==> config.mk <==
export PLATFORM = sky130hd
export DESIGN_NAME = serial_packet_deframer_unit
export DESIGN_NICKNAME = d
export VERILOG_FILES = /design/src/spd_pkg.sv /design/src/spd_deframer.sv /design/src/spd_out_buf.sv /design/src/serial_packet_deframer_unit.sv
export SDC_FILE = /design/constraint.sdc
export NUM_CORES = 1
export LEC_CHECK = 0
export BUFFER_PORTS_ARGS = -buffer_cell sky130_fd_sc_hd__buf_2
export CAP_MARGIN = 20
export CORE_MARGIN = 3
export CORE_UTILIZATION = 59
export CTS_CLUSTER_SIZE = 40
export DETAILED_ROUTE_END_ITERATION = 6
export PLACE_DENSITY_LB_ADDON = 0.2
export SYNTH_ARGS = -nofsm -noshare
export SYNTH_HDL_FRONTEND = slang
export SYNTH_HIERARCHICAL = 1
export SYNTH_SLANG_ARGS = --single-unit
==> constraint.sdc <==
create_clock -name i_clk -period 5.2 [get_ports i_clk]
set_clock_uncertainty 0.1 [all_clocks]
set_input_delay 0.26 -clock i_clk [delete_from_list [all_inputs] [get_ports i_clk]]
set_output_delay 0.26 -clock i_clk [all_outputs]
set_load 0.01 [all_outputs]
==> src/spd_pkg.sv <==
`timescale 1ns / 1ps
// ----------------------------------------------------------------------------
// spd_pkg
// Shared constants, the result beat type and the checksum step for the
// serial packet deframer.
// ----------------------------------------------------------------------------
package spd_pkg;

    // Line codes
    localparam logic [7:0] SYNC_BYTE = 8'hE0;
    localparam logic [7:0] ESC_BYTE  = 8'hD0;
    localparam logic [7:0] ESC_SYNC  = 8'hDF;
    localparam logic [7:0] ESC_ESC   = 8'hCF;
    localparam logic [7:0] BROADCAST = 8'hFF;

    localparam int unsigned INDEX_W = 9;
    localparam int unsigned TDATA_W = 24;
    localparam int unsigned TUSER_W = 2;

    // One decoded byte with its position and end-of-packet verdicts
    typedef struct packed {
        logic [7:0]         packet_byte;
        logic [INDEX_W-1:0] byte_index;
        logic               is_last;
        logic               addressed_here;
        logic               sum_good;
    } t_result;

    // Running checksum step: sync and escape codes add 0xD0 + byte - 1
    function automatic logic [7:0] sum_add(input logic [7:0] sum, input logic [7:0] b);
        logic [7:0] addend;
        begin
            if (b == SYNC_BYTE || b == ESC_BYTE) begin
                addend = ESC_BYTE + b - 8'd1;
            end else begin
                addend = b;
            end
            sum_add = sum + addend;
        end
    endfunction

endpackage

==> src/spd_deframer.sv <==
`timescale 1ns / 1ps
// ----------------------------------------------------------------------------
// spd_deframer
// Sync search, escape removal, byte counting, address match and checksum.
// Produces at most one result per accepted raw byte in the same cycle.
// ----------------------------------------------------------------------------
module spd_deframer (
    input  logic             i_clk,
    input  logic             i_rst_n,
    input  logic             i_beat,          // raw byte accepted this cycle
    input  logic [7:0]       i_rx_byte,
    input  logic [7:0]       i_node_address,
    output logic             o_res_valid,
    output spd_pkg::t_result o_res
);
    import spd_pkg::*;

    logic                r_in_packet,  n_in_packet;
    logic                r_esc_pend,   n_esc_pend;
    logic [INDEX_W-1:0]  r_bytes_seen, n_bytes_seen;
    logic [7:0]          r_decl_size,  n_decl_size;
    logic                r_addr_hit,   n_addr_hit;
    logic [7:0]          r_sum,        n_sum;

    logic [7:0]          dec_byte;
    logic [INDEX_W-1:0]  last_index;
    logic                last;

    // Decode and state update
    always_comb begin
        n_in_packet  = r_in_packet;
        n_esc_pend   = r_esc_pend;
        n_bytes_seen = r_bytes_seen;
        n_decl_size  = r_decl_size;
        n_addr_hit   = r_addr_hit;
        n_sum        = r_sum;
        o_res_valid  = 1'b0;
        last         = 1'b0;
        last_index   = '0;

        // unescape
        if (r_esc_pend) begin
            if (i_rx_byte == ESC_SYNC) begin
                dec_byte = SYNC_BYTE;
            end else if (i_rx_byte == ESC_ESC) begin
                dec_byte = ESC_BYTE;
            end else begin
                dec_byte = i_rx_byte;
            end
        end else begin
            dec_byte = i_rx_byte;
        end

        if (i_beat) begin
            if (!r_in_packet) begin
                if (i_rx_byte == SYNC_BYTE) begin
                    n_in_packet  = 1'b1;
                    n_esc_pend   = 1'b0;
                    n_bytes_seen = '0;
                    n_decl_size  = '0;
                    n_addr_hit   = 1'b0;
                    n_sum        = '0;
                end
            end else if (!r_esc_pend && i_rx_byte == ESC_BYTE) begin
                n_esc_pend = 1'b1;
            end else begin
                n_esc_pend  = 1'b0;
                o_res_valid = 1'b1;
                if (r_bytes_seen == INDEX_W'(0)) begin
                    n_addr_hit = (dec_byte == BROADCAST) || (dec_byte == i_node_address);
                end
                if (r_bytes_seen == INDEX_W'(1)) begin
                    n_decl_size = dec_byte;
                end
                // size byte is decoded this very beat at index 1
                last_index = {1'b0, n_decl_size} + INDEX_W'(1);
                last = (r_bytes_seen != '0) && (r_bytes_seen == last_index);
                if (last) begin
                    n_in_packet  = 1'b0;
                    n_bytes_seen = '0;
                end else begin
                    n_sum        = sum_add(r_sum, dec_byte);
                    n_bytes_seen = r_bytes_seen + INDEX_W'(1);
                end
            end
        end

        o_res.packet_byte    = dec_byte;
        o_res.byte_index     = r_bytes_seen;
        o_res.is_last        = last;
        o_res.addressed_here = last && n_addr_hit;
        o_res.sum_good       = last && (r_sum == dec_byte);
    end

    // State registers
    always_ff @(posedge i_clk) begin
        if (!i_rst_n) begin
            r_in_packet  <= 1'b0;
            r_esc_pend   <= 1'b0;
            r_bytes_seen <= '0;
            r_decl_size  <= '0;
            r_addr_hit   <= 1'b0;
            r_sum        <= '0;
        end else begin
            r_in_packet  <= n_in_packet;
            r_esc_pend   <= n_esc_pend;
            r_bytes_seen <= n_bytes_seen;
            r_decl_size  <= n_decl_size;
            r_addr_hit   <= n_addr_hit;
            r_sum        <= n_sum;
        end
    end

endmodule

==> src/spd_out_buf.sv <==
`timescale 1ns / 1ps
// ----------------------------------------------------------------------------
// spd_out_buf
// Result register with a skid stage, so the input side can take one more beat
// while a finished result waits on the output.
// ----------------------------------------------------------------------------
module spd_out_buf (
    input  logic             i_clk,
    input  logic             i_rst_n,
    input  logic             i_push,
    input  spd_pkg::t_result i_res,
    output logic             o_room,       // a push can be taken this cycle
    output logic             o_valid,
    input  logic             i_ready,
    output spd_pkg::t_result o_res
);
    import spd_pkg::*;

    logic    r_out_valid, r_skid_valid;
    t_result r_out, r_skid;
    logic    pop;

    assign pop     = r_out_valid && i_ready;
    assign o_room  = !r_skid_valid;
    assign o_valid = r_out_valid;
    assign o_res   = r_out;

    // Control
    always_ff @(posedge i_clk) begin
        if (!i_rst_n) begin
            r_out_valid  <= 1'b0;
            r_skid_valid <= 1'b0;
        end else begin
            if (r_skid_valid) begin
                if (pop) begin
                    r_skid_valid <= 1'b0;
                end
            end else if (i_push && r_out_valid && !pop) begin
                r_skid_valid <= 1'b1;
            end else if (pop || !r_out_valid) begin
                r_out_valid <= i_push;
            end
        end
    end

    // Payload
    always_ff @(posedge i_clk) begin
        if (r_skid_valid) begin
            if (pop) begin
                r_out <= r_skid;
            end
        end else if (i_push) begin
            if (r_out_valid && !pop) begin
                r_skid <= i_res;
            end else begin
                r_out <= i_res;
            end
        end
    end

endmodule

==> src/serial_packet_deframer_unit.sv <==
`timescale 1ns / 1ps
// ----------------------------------------------------------------------------
// serial_packet_deframer_unit
// Receive-side packet deframer: sync hunt, escape removal, byte indexing,
// address match and checksum check on the final byte.
// ----------------------------------------------------------------------------
// A decoded byte is held in the output buffer's result register before it appears on the output.
// Throughput: one raw beat per cycle while the skid stage is empty.
// A stalled output fills a one-beat skid stage before tready drops.
// Reset (synchronous, active low): idle and hunting for sync, buffers empty,
// node address 0xFF (broadcast only).
module serial_packet_deframer_unit (
    input  logic        i_clk,
    input  logic        i_rst_n,
    // configuration
    input  logic        i_cfg_wr_en,
    input  logic [7:0]  i_cfg_wr_data,     // node_address
    // raw byte stream
    input  logic        i_s_tvalid,
    output logic        o_s_tready,
    input  logic [7:0]  i_s_tdata,         // [7:0] rx_byte
    // decoded byte stream
    output logic        o_m_tvalid,
    input  logic        i_m_tready,
    output logic [spd_pkg::TDATA_W-1:0] o_m_tdata, // [7:0] packet_byte, [16:8] byte_index
    output logic        o_m_tlast,         // is_last
    output logic [spd_pkg::TUSER_W-1:0] o_m_tuser  // [0] addressed_here, [1] sum_good
);
    import spd_pkg::*;

    logic [7:0] r_node_address;
    logic       beat;
    logic       res_valid;
    t_result    res;
    t_result    out_res;
    logic       room;

    // Node address register
    always_ff @(posedge i_clk) begin
        if (!i_rst_n) begin
            r_node_address <= BROADCAST;
        end else if (i_cfg_wr_en) begin
            r_node_address <= i_cfg_wr_data;
        end
    end

    assign o_s_tready = room;
    assign beat       = i_s_tvalid && room;

    spd_deframer u_deframer (
        .i_clk          (i_clk),
        .i_rst_n        (i_rst_n),
        .i_beat         (beat),
        .i_rx_byte      (i_s_tdata),
        .i_node_address (r_node_address),
        .o_res_valid    (res_valid),
        .o_res          (res)
    );

    spd_out_buf u_out_buf (
        .i_clk   (i_clk),
        .i_rst_n (i_rst_n),
        .i_push  (res_valid),
        .i_res   (res),
        .o_room  (room),
        .o_valid (o_m_tvalid),
        .i_ready (i_m_tready),
        .o_res   (out_res)
    );

    // Output packing
    assign o_m_tdata = {7'd0, out_res.byte_index, out_res.packet_byte};
    assign o_m_tlast = out_res.is_last;
    assign o_m_tuser = {out_res.sum_good, out_res.addressed_here};

endmodule
==> metrics.cfg, run 1 <==
[routing]
route.top_layer_used=met4
drt-initial-drc-count=327
antenna_violating_nets_post_route=0
vias_per_cell=6.14
route.vias.total=3445
wl_met1_mm=4.56
met2_length_mm=4.33
route.final.wire_length_mm=9.81
drcViolationCount=0
detailedRoute.firstPassIterationCount=5
detail_route.wl_per_cell_um=17.5
met3RoutedLength_um=737

[synthesis]
synth-async-reset-ratio_pct=0
synth_warnings=6
synth.ff_latch_count=78
ys.flop_type=sky130_fd_sc_hd__edfxtp_1
synth_instances=431
seq_area_frac_synth_pct=42.7
post_synthesis_cell_area_um2=4590
synthDominantCellAreaShare_pct=26.2
avg_synthesized_cell_area_um2=10.7
synth_area_leaders=sky130_fd_sc_hd__edfxtp_1 26%, sky130_fd_sc_hd__dfxtp_1 17%, sky130_fd_sc_hd__mux2_4 5.6%
post-synth-top-area-cell=sky130_fd_sc_hd__edfxtp_1
synth-edff-count=40
count_of_distinct_cell_types_in_the_synthesized_netlist=74

[sta]
relative_slew_slack_pct=29.6
final.min_clock_period_ns=4.40
worst_slew_pin_slew_ns=1.06
rsz0062_at_grt=no
setup_total_negative_slack_ns=0
final_cycle_utilization_of_the_critical_path_pct=84.7
slew_viol_final=0
fin_hold_viols=0
worst_slack_ns=0.795
achievable-frequency_mhz=227
setup_viol=0

[worst_setup_path]
path_max_fanout=13
reg2reg_depth=12
worst_setup_path_end_kind=register
r2r-start=u_deframer/r_bytes_seen[0]$_SDFFE_PN0P_
required_ns=5.32
cp-startpoint=u_deframer/r_bytes_seen[0]$_SDFFE_PN0P_
worst_ep_arrival_time_ns=4.52
startpoint_class_of_the_critical_path=register
ff2ff_setup_slack_ns=0.80
critPathKind=register to register
endpoint_of_the_most_critical_register_to_register_path=u_out_buf/o_res[0]$_DFFE_PP_
crit_end=u_out_buf/o_res[0]$_DFFE_PP_

[floorplan]
floorplan.io_pins=50
design.die.area_um2=8880
start_util_pct=62.0
die_y_um=94.2
std_cell_rows=31
core_area_um2=7410
die_x_um=94.2

[layout]
layout_commonest_cell=sky130_fd_sc_hd__buf_2
antenna_cells=0
most-common-layout-cells=42 x sky130_fd_sc_hd__buf_2, 40 x sky130_fd_sc_hd__edfxtp_1, 38 x sky130_fd_sc_hd__dfxtp_1
finish.cell_count_without_fillers=561
area_growth_pct=7.33
fraction_of_final_layout_cells_sized_beyond_drive_strength_1_pct=21.2
nFillCells=599
sequential_cell_area_um2=1960
area_taken_by_multi_input_logic_gates_um2=2280
final_net_count=493

[grt]
grt_pass1_wl_mm=16.1
number_of_antenna_violations_at_the_first_check_in_global_routing=0
grt_pass1_vias=3183
grt_use_total_pct=23.5
grt.overflow.total=0
grt_start_max_net_pins=26

[place]
port_buffers=42
placement.setup.worst_slack_ns=0.792
post-dp-hpwl_mm=7.11
number_of_cells_after_detailed_placement=545
globalplace.congestion=0.972

[clock_network]
ctsRootBufferMaster=sky130_fd_sc_hd__clkbuf_8
worstSkewPairLatency_ns=0.35
ctsHtreeMaxLevel=3
post_cts_resize_count=0
worst_setup_hold_path_clk_slew_ns=0.08
ctsHoldBuffers=0
clk_path_buf_depth=2
clkSinkCount=78
cts_inserted_buffers=9
cts_tree=done
cts.repair_timing.setup_buffer_count=0

[power_and_ir_drop]
power_per_cell_area_nw_per_um2=248
ir_drop_uv=138
power.static_leakage_nw=1.80

[worst_hold_path]
hold_class=input port to register
holdPathStages=3

[outcome]
status=finished clean

[flow_run]
cap_viol_max_count=0

## where the power goes
part	internal (W)	total, W	switching, W
Sequential	0.000645	0.000648	0.00000296
Combinational	0.0000318	0.0000797	0.0000479
Clock	0.000271	0.000493	0.000223
## synthesized netlist by cell type, drive strengths merged, types with 6 or more instances
cell,instances
nand4,8
a21oi,14
mux2i,11
nor3,9
mux2,22
clkbuf,10
buf,28
o21ai,12
edfxtp,40
ha,14
nor2,21
dfxtp,38
inv,23
nand3,15
o2bb2ai,9
a31oi,6
xnor2,28
nand2,33
a32o,6
xor2,7
## final cells by class
cell class                      instances  area share (%)
Clock buffer                           10            2.59
Clock inverter                          6            1.78
Inverter                               25            1.90
Multi-Input combinational cell        296            46.4
Sequential cell                        78            39.8
Tap cell                               99            2.51
Timing Repair Buffer                   47            5.03
## registers in the layout, summed over array words and instances (netlist names), 8 cells and up
signal                   count
u_deframer/r_decl_size       8
r_node_address               8
u_deframer/r_sum             8
u_deframer/r_bytes_seen      9
u_out_buf/r_skid            20
u_out_buf/o_res             20
## logic make-up (layout without fill, tap and decap cells)
group,after synthesis,count (layout),share of synthesized area (%)
fa+ha+maj,15,15,4.25
xor+xnor,35,35,6.68
flops,78,78,42.7
buf+inv,63,88,8.07
compound gates,91,91,15.5
simple gates,115,115,13.5
mux,33,33,9.18
other cells,1,7,0.0817
## critical path, stage by stage, from the launching register on
cell and delay, ns:
sky130_fd_sc_hd__dfxtp_1 0.51, sky130_fd_sc_hd__ha_1 0.26, sky130_fd_sc_hd__or4b_1 0.66, sky130_fd_sc_hd__nor2_8 0.27
sky130_fd_sc_hd__mux2_2 0.40, sky130_fd_sc_hd__ha_1 0.27, sky130_fd_sc_hd__xor2_1 0.17, sky130_fd_sc_hd__xnor2_1 0.17
sky130_fd_sc_hd__a2111oi_4 0.39, sky130_fd_sc_hd__o211ai_2 0.35, sky130_fd_sc_hd__or2_4 0.37, sky130_fd_sc_hd__nor3_2 0.19
sky130_fd_sc_hd__mux2_4 0.16
## metal layers
metal / vias to the layer above / track usage (%)
met2: 162 / 34.6
li1: 1621 / -
met4: 0 / 9.51
met3: 18 / 4.57
met1: 1644 / 33.7
met5: - / 0
## per-stage QoR
step	utilization (%)	cell area (um^2)	hold slack [ns]	power (W)
after global routing	66.5	4930	0.0126	0.00127
after detailed placement	63.6	4710	0.379	0.000741
after floorplan	-	4610	0.257	0.000722
final	66.5	4930	0.0243	0.00122
after CTS	66.5	4930	0.0149	0.00123
after global placement	63.6	4710	0.376	0.000739
## how the worst min path moves through the flow
stage | from | endpoint | slack, ns
3_5_place_dp | i_cfg_wr_data[5] | r_node_address[5]$_SDFFE_PN1P_ | 0.38
6_report | i_cfg_wr_data[5] | r_node_address[5]$_SDFFE_PN1P_ | 0.02
4_1_cts | i_cfg_wr_data[5] | r_node_address[5]$_SDFFE_PN1P_ | 0.01
2_1_floorplan | i_m_tready | u_out_buf/r_skid_valid$_SDFF_PN0_ | 0.26
5_1_grt | i_m_tready | u_out_buf/r_skid_valid$_SDFF_PN0_ | 0.01
3_3_place_gp | r_node_address[4]$_SDFFE_PN1P_ | r_node_address[4]$_SDFFE_PN1P_ | 0.38
Note: power is estimated with default switching activity, not from simulation.
==> inputs of run 2 (changes only) <==
CORE_UTILIZATION = 53   (was 59)
clock period = 4 ns   (was 5.2 ns; I/O delays follow)
==> run 2 against run 1 <==
  * Non-clock buffer count grew 26
  * First-iteration DRC count shrank 28%
  * Fmax grew 15%
  * Final cell count grew 5.7%
  * Wire length grew 4.4%
  * Global-route usage shrank 1.9 points
==> metrics.cfg, run 2 (same netlist as run 1, synthesis figures left out) <==
[grt]
grt_use_total_pct=21.6  ; -1.9 points
grt.overflow.total=0  ; unchanged
grt_start_max_net_pins=25  ; -3.8%
number_of_antenna_violations_at_the_first_check_in_global_routing=0  ; unchanged
grt_pass1_vias=3247  ; +2.0%
grt_pass1_wl_mm=16.7  ; +3.9%

[layout]
final_core_utilization_pct=62.2  ; -4.3 points
area_growth_pct=12.4
layout.cell_area.non_filler_um2=5160  ; +4.7%
antenna_cells=0  ; unchanged
most-common-layout-cells=42 x sky130_fd_sc_hd__buf_2, 40 x sky130_fd_sc_hd__edfxtp_1, 38 x sky130_fd_sc_hd__dfxtp_1
fraction_of_final_layout_cells_sized_beyond_drive_strength_1_pct=23.8  ; +2.6 points
layout_commonest_cell=sky130_fd_sc_hd__buf_2
final_net_count=519  ; +5.3%

[flow_run]
cap_viol_max_count=0  ; unchanged

[worst_hold_path]
hold-path-endpoint=r_node_address[0]$_SDFFE_PN1P_
hp_start=i_rst_n
hold_class=input port to register
holdPathStages=2  ; -1

[worst_setup_path]
endpoint_of_the_most_critical_register_to_register_path=u_out_buf/o_res[0]$_DFFE_PP_
critical-path-slowest-cell=sky130_fd_sc_hd__or4b_4
path_max_fanout=7  ; -6
crit_path_max_incr_delay_ns=0.52  ; -0.14 ns
cp_cell_sequence=inv_1 > ha_1 > or4b_4 > nor2_8 > mux2_2 > ha_1 > xor2_1 > xnor2_1 > a2111oi_4 > o211ai_2 > or2_4 > nor3_2 > mux2_4
worst_ep_arrival_time_ns=3.96  ; -0.56 ns
critical-path-top-cell-by-count=sky130_fd_sc_hd__ha_1
critPathKind=register to register
worst_setup_path_end_kind=register
ff2ff_setup_slack_ns=0.17  ; -0.63 ns
r2r-start=u_deframer/r_bytes_seen[1]$_SDFFE_PN0P_
required_ns=4.13  ; -1.19 ns
startpoint_class_of_the_critical_path=register
reg2reg_depth=13  ; +1

[clock_network]
cts_inserted_buffers=9  ; unchanged
cts_tree=done
clkSinkCount=78  ; unchanged
ctsRootBufferMaster=sky130_fd_sc_hd__clkbuf_8
ctsHtreeMaxLevel=3  ; unchanged
worst_setup_hold_path_clk_slew_ns=0.09  ; about the same
cts.repair_timing.setup_buffer_count=0  ; unchanged
worstSkewPairLatency_ns=0.35  ; about the same
clk_path_buf_depth=2  ; unchanged

[routing]
detailedRoute.firstPassIterationCount=4  ; -1
vias_per_cell=5.82  ; -5.2%
drcViolationCount=0  ; unchanged
antenna_violating_nets_post_route=0  ; unchanged
route.final.wire_length_mm=10.2  ; +4.4%
detail_route.wl_per_cell_um=17.3  ; -1.2%
drt-initial-drc-count=234  ; -28%
route.vias.total=3451  ; +0.17%

[floorplan]
start_util_pct=55.3  ; -6.7 points
core_area_um2=8300  ; +12%
die_y_um=99.1  ; +5.2%
die_x_um=99.1  ; +5.2%
floorplan.io_pins=50  ; unchanged
std_cell_rows=33  ; +6.5%
design.die.area_um2=9810  ; +11%

[sta]
relative_slew_slack_pct=29.6  ; about the same
achievable-frequency_mhz=261  ; +15%
fin_hold_viols=0  ; unchanged
worst_slew_pin_slew_ns=1.06  ; +0.000376 ns
setup_total_negative_slack_ns=0  ; unchanged
rsz0062_at_grt=no
slew_viol_final=0  ; unchanged
setup_viol=0  ; unchanged
final_cycle_utilization_of_the_critical_path_pct=95.8  ; +11 points
final.hold.worst_slack_ns=0.0678  ; +0.0435 ns
final.min_clock_period_ns=3.83  ; -0.572 ns

[power_and_ir_drop]
ir_drop_uv=177  ; +28%
power_per_cell_area_nw_per_um2=314  ; +27%
power.static_leakage_nw=1.92  ; +6.6%
total_power_w=0.00162  ; +33%

[place]
post-dp-hpwl_mm=7.45  ; +4.8%
port_buffers=42  ; unchanged
globalplace.congestion=0.905  ; -7.0%
placed_cell_area_um2=4850  ; +2.9%

[outcome]
status=finished clean

==> run 2: cell count changes in the layout (fill, tap and decap cells not counted), moves of 2 or more <==
cell,before,now
sky130_fd_sc_hd__dlygate4sd3_1,0,9
sky130_fd_sc_hd__clkinv_4,2,0
sky130_fd_sc_hd__clkinvlp_4,0,2
sky130_fd_sc_hd__inv_6,0,2
sky130_fd_sc_hd__buf_4,5,22
sky130_fd_sc_hd__clkinv_2,2,0
==> run 2: power by group <==
part	switching, W	internal (W)
Clock	0.000311	0.000354
Sequential	0.00000364	0.000839
Combinational	0.0000646	0.0000504
Total	0.000380	0.00124
==> run 2: critical path, delay by kind of cell (launching register included) <==
| kind | cells | cell delay (ns) |
|---|---|---|
| AOI/OAI and AO/OA | 2 | 0.64 |
| xor gates and xnor gates | 2 | 0.34 |
| adders and majority gates | 2 | 0.46 |
| buffers and inverters | 1 | 0.11 |
| DFF | 1 | 0.39 |
| muxes | 2 | 0.53 |
| and+or+nand+nor | 4 | 1.12 |
==> run 2: per-layer routing <==
| metal | GRT usage [%] | up-vias | share of wire [%] |
|---|---|---|---|
| met5 | 0 | - | 0 |
| met4 | 6.09 | 0 | 1.2 |
| met3 | 3.89 | 11 | 6.7 |
| met2 | 32.6 | 113 | 45 |
| met1 | 31.8 | 1660 | 47 |
| li1 | - | 1667 | - |
==> run 2: layout make-up <==
cell class                      instances  area [um^2]
Clock buffer                            9          124
Timing Repair Buffer                   73          465
Sequential cell                        78         1960
Multi-Input combinational cell        296         2290
Inverter                               25         93.8
Tap cell                              105          131
Clock inverter                          7         96.3
Fill cell                             658         3140
==> run 2: worst max path at each step <==
stage | start | end
floorplan | i_s_tdata[3] | u_deframer/r_sum[7]$_SDFFE_PN0P_
global placement | u_deframer/r_bytes_seen[1]$_SDFFE_PN0P_ | u_out_buf/o_res[0]$_DFFE_PP_
detailed placement | u_deframer/r_bytes_seen[1]$_SDFFE_PN0P_ | u_out_buf/o_res[0]$_DFFE_PP_
CTS | u_deframer/r_bytes_seen[1]$_SDFFE_PN0P_ | u_out_buf/o_res[0]$_DFFE_PP_
global route | u_deframer/r_bytes_seen[1]$_SDFFE_PN0P_ | u_out_buf/o_res[0]$_DFFE_PP_
finish | u_deframer/r_bytes_seen[1]$_SDFFE_PN0P_ | u_out_buf/o_res[0]$_DFFE_PP_
==> run 2: timing repair <==
action	in CTS	in global routing
endpoints found under the setup margin	0	1
gates resized for setup	0	1
hold endpoints to repair	9	0
hold buffers	9	0
==> run 2: metrics by stage <==
stage,setup slack [ns],std cells
after floorplan,0.213,437
after detailed placement,0.181,568
after global placement,0.313,568
final,0.168,593
after CTS,0.137,593
after global routing,0.00231,593
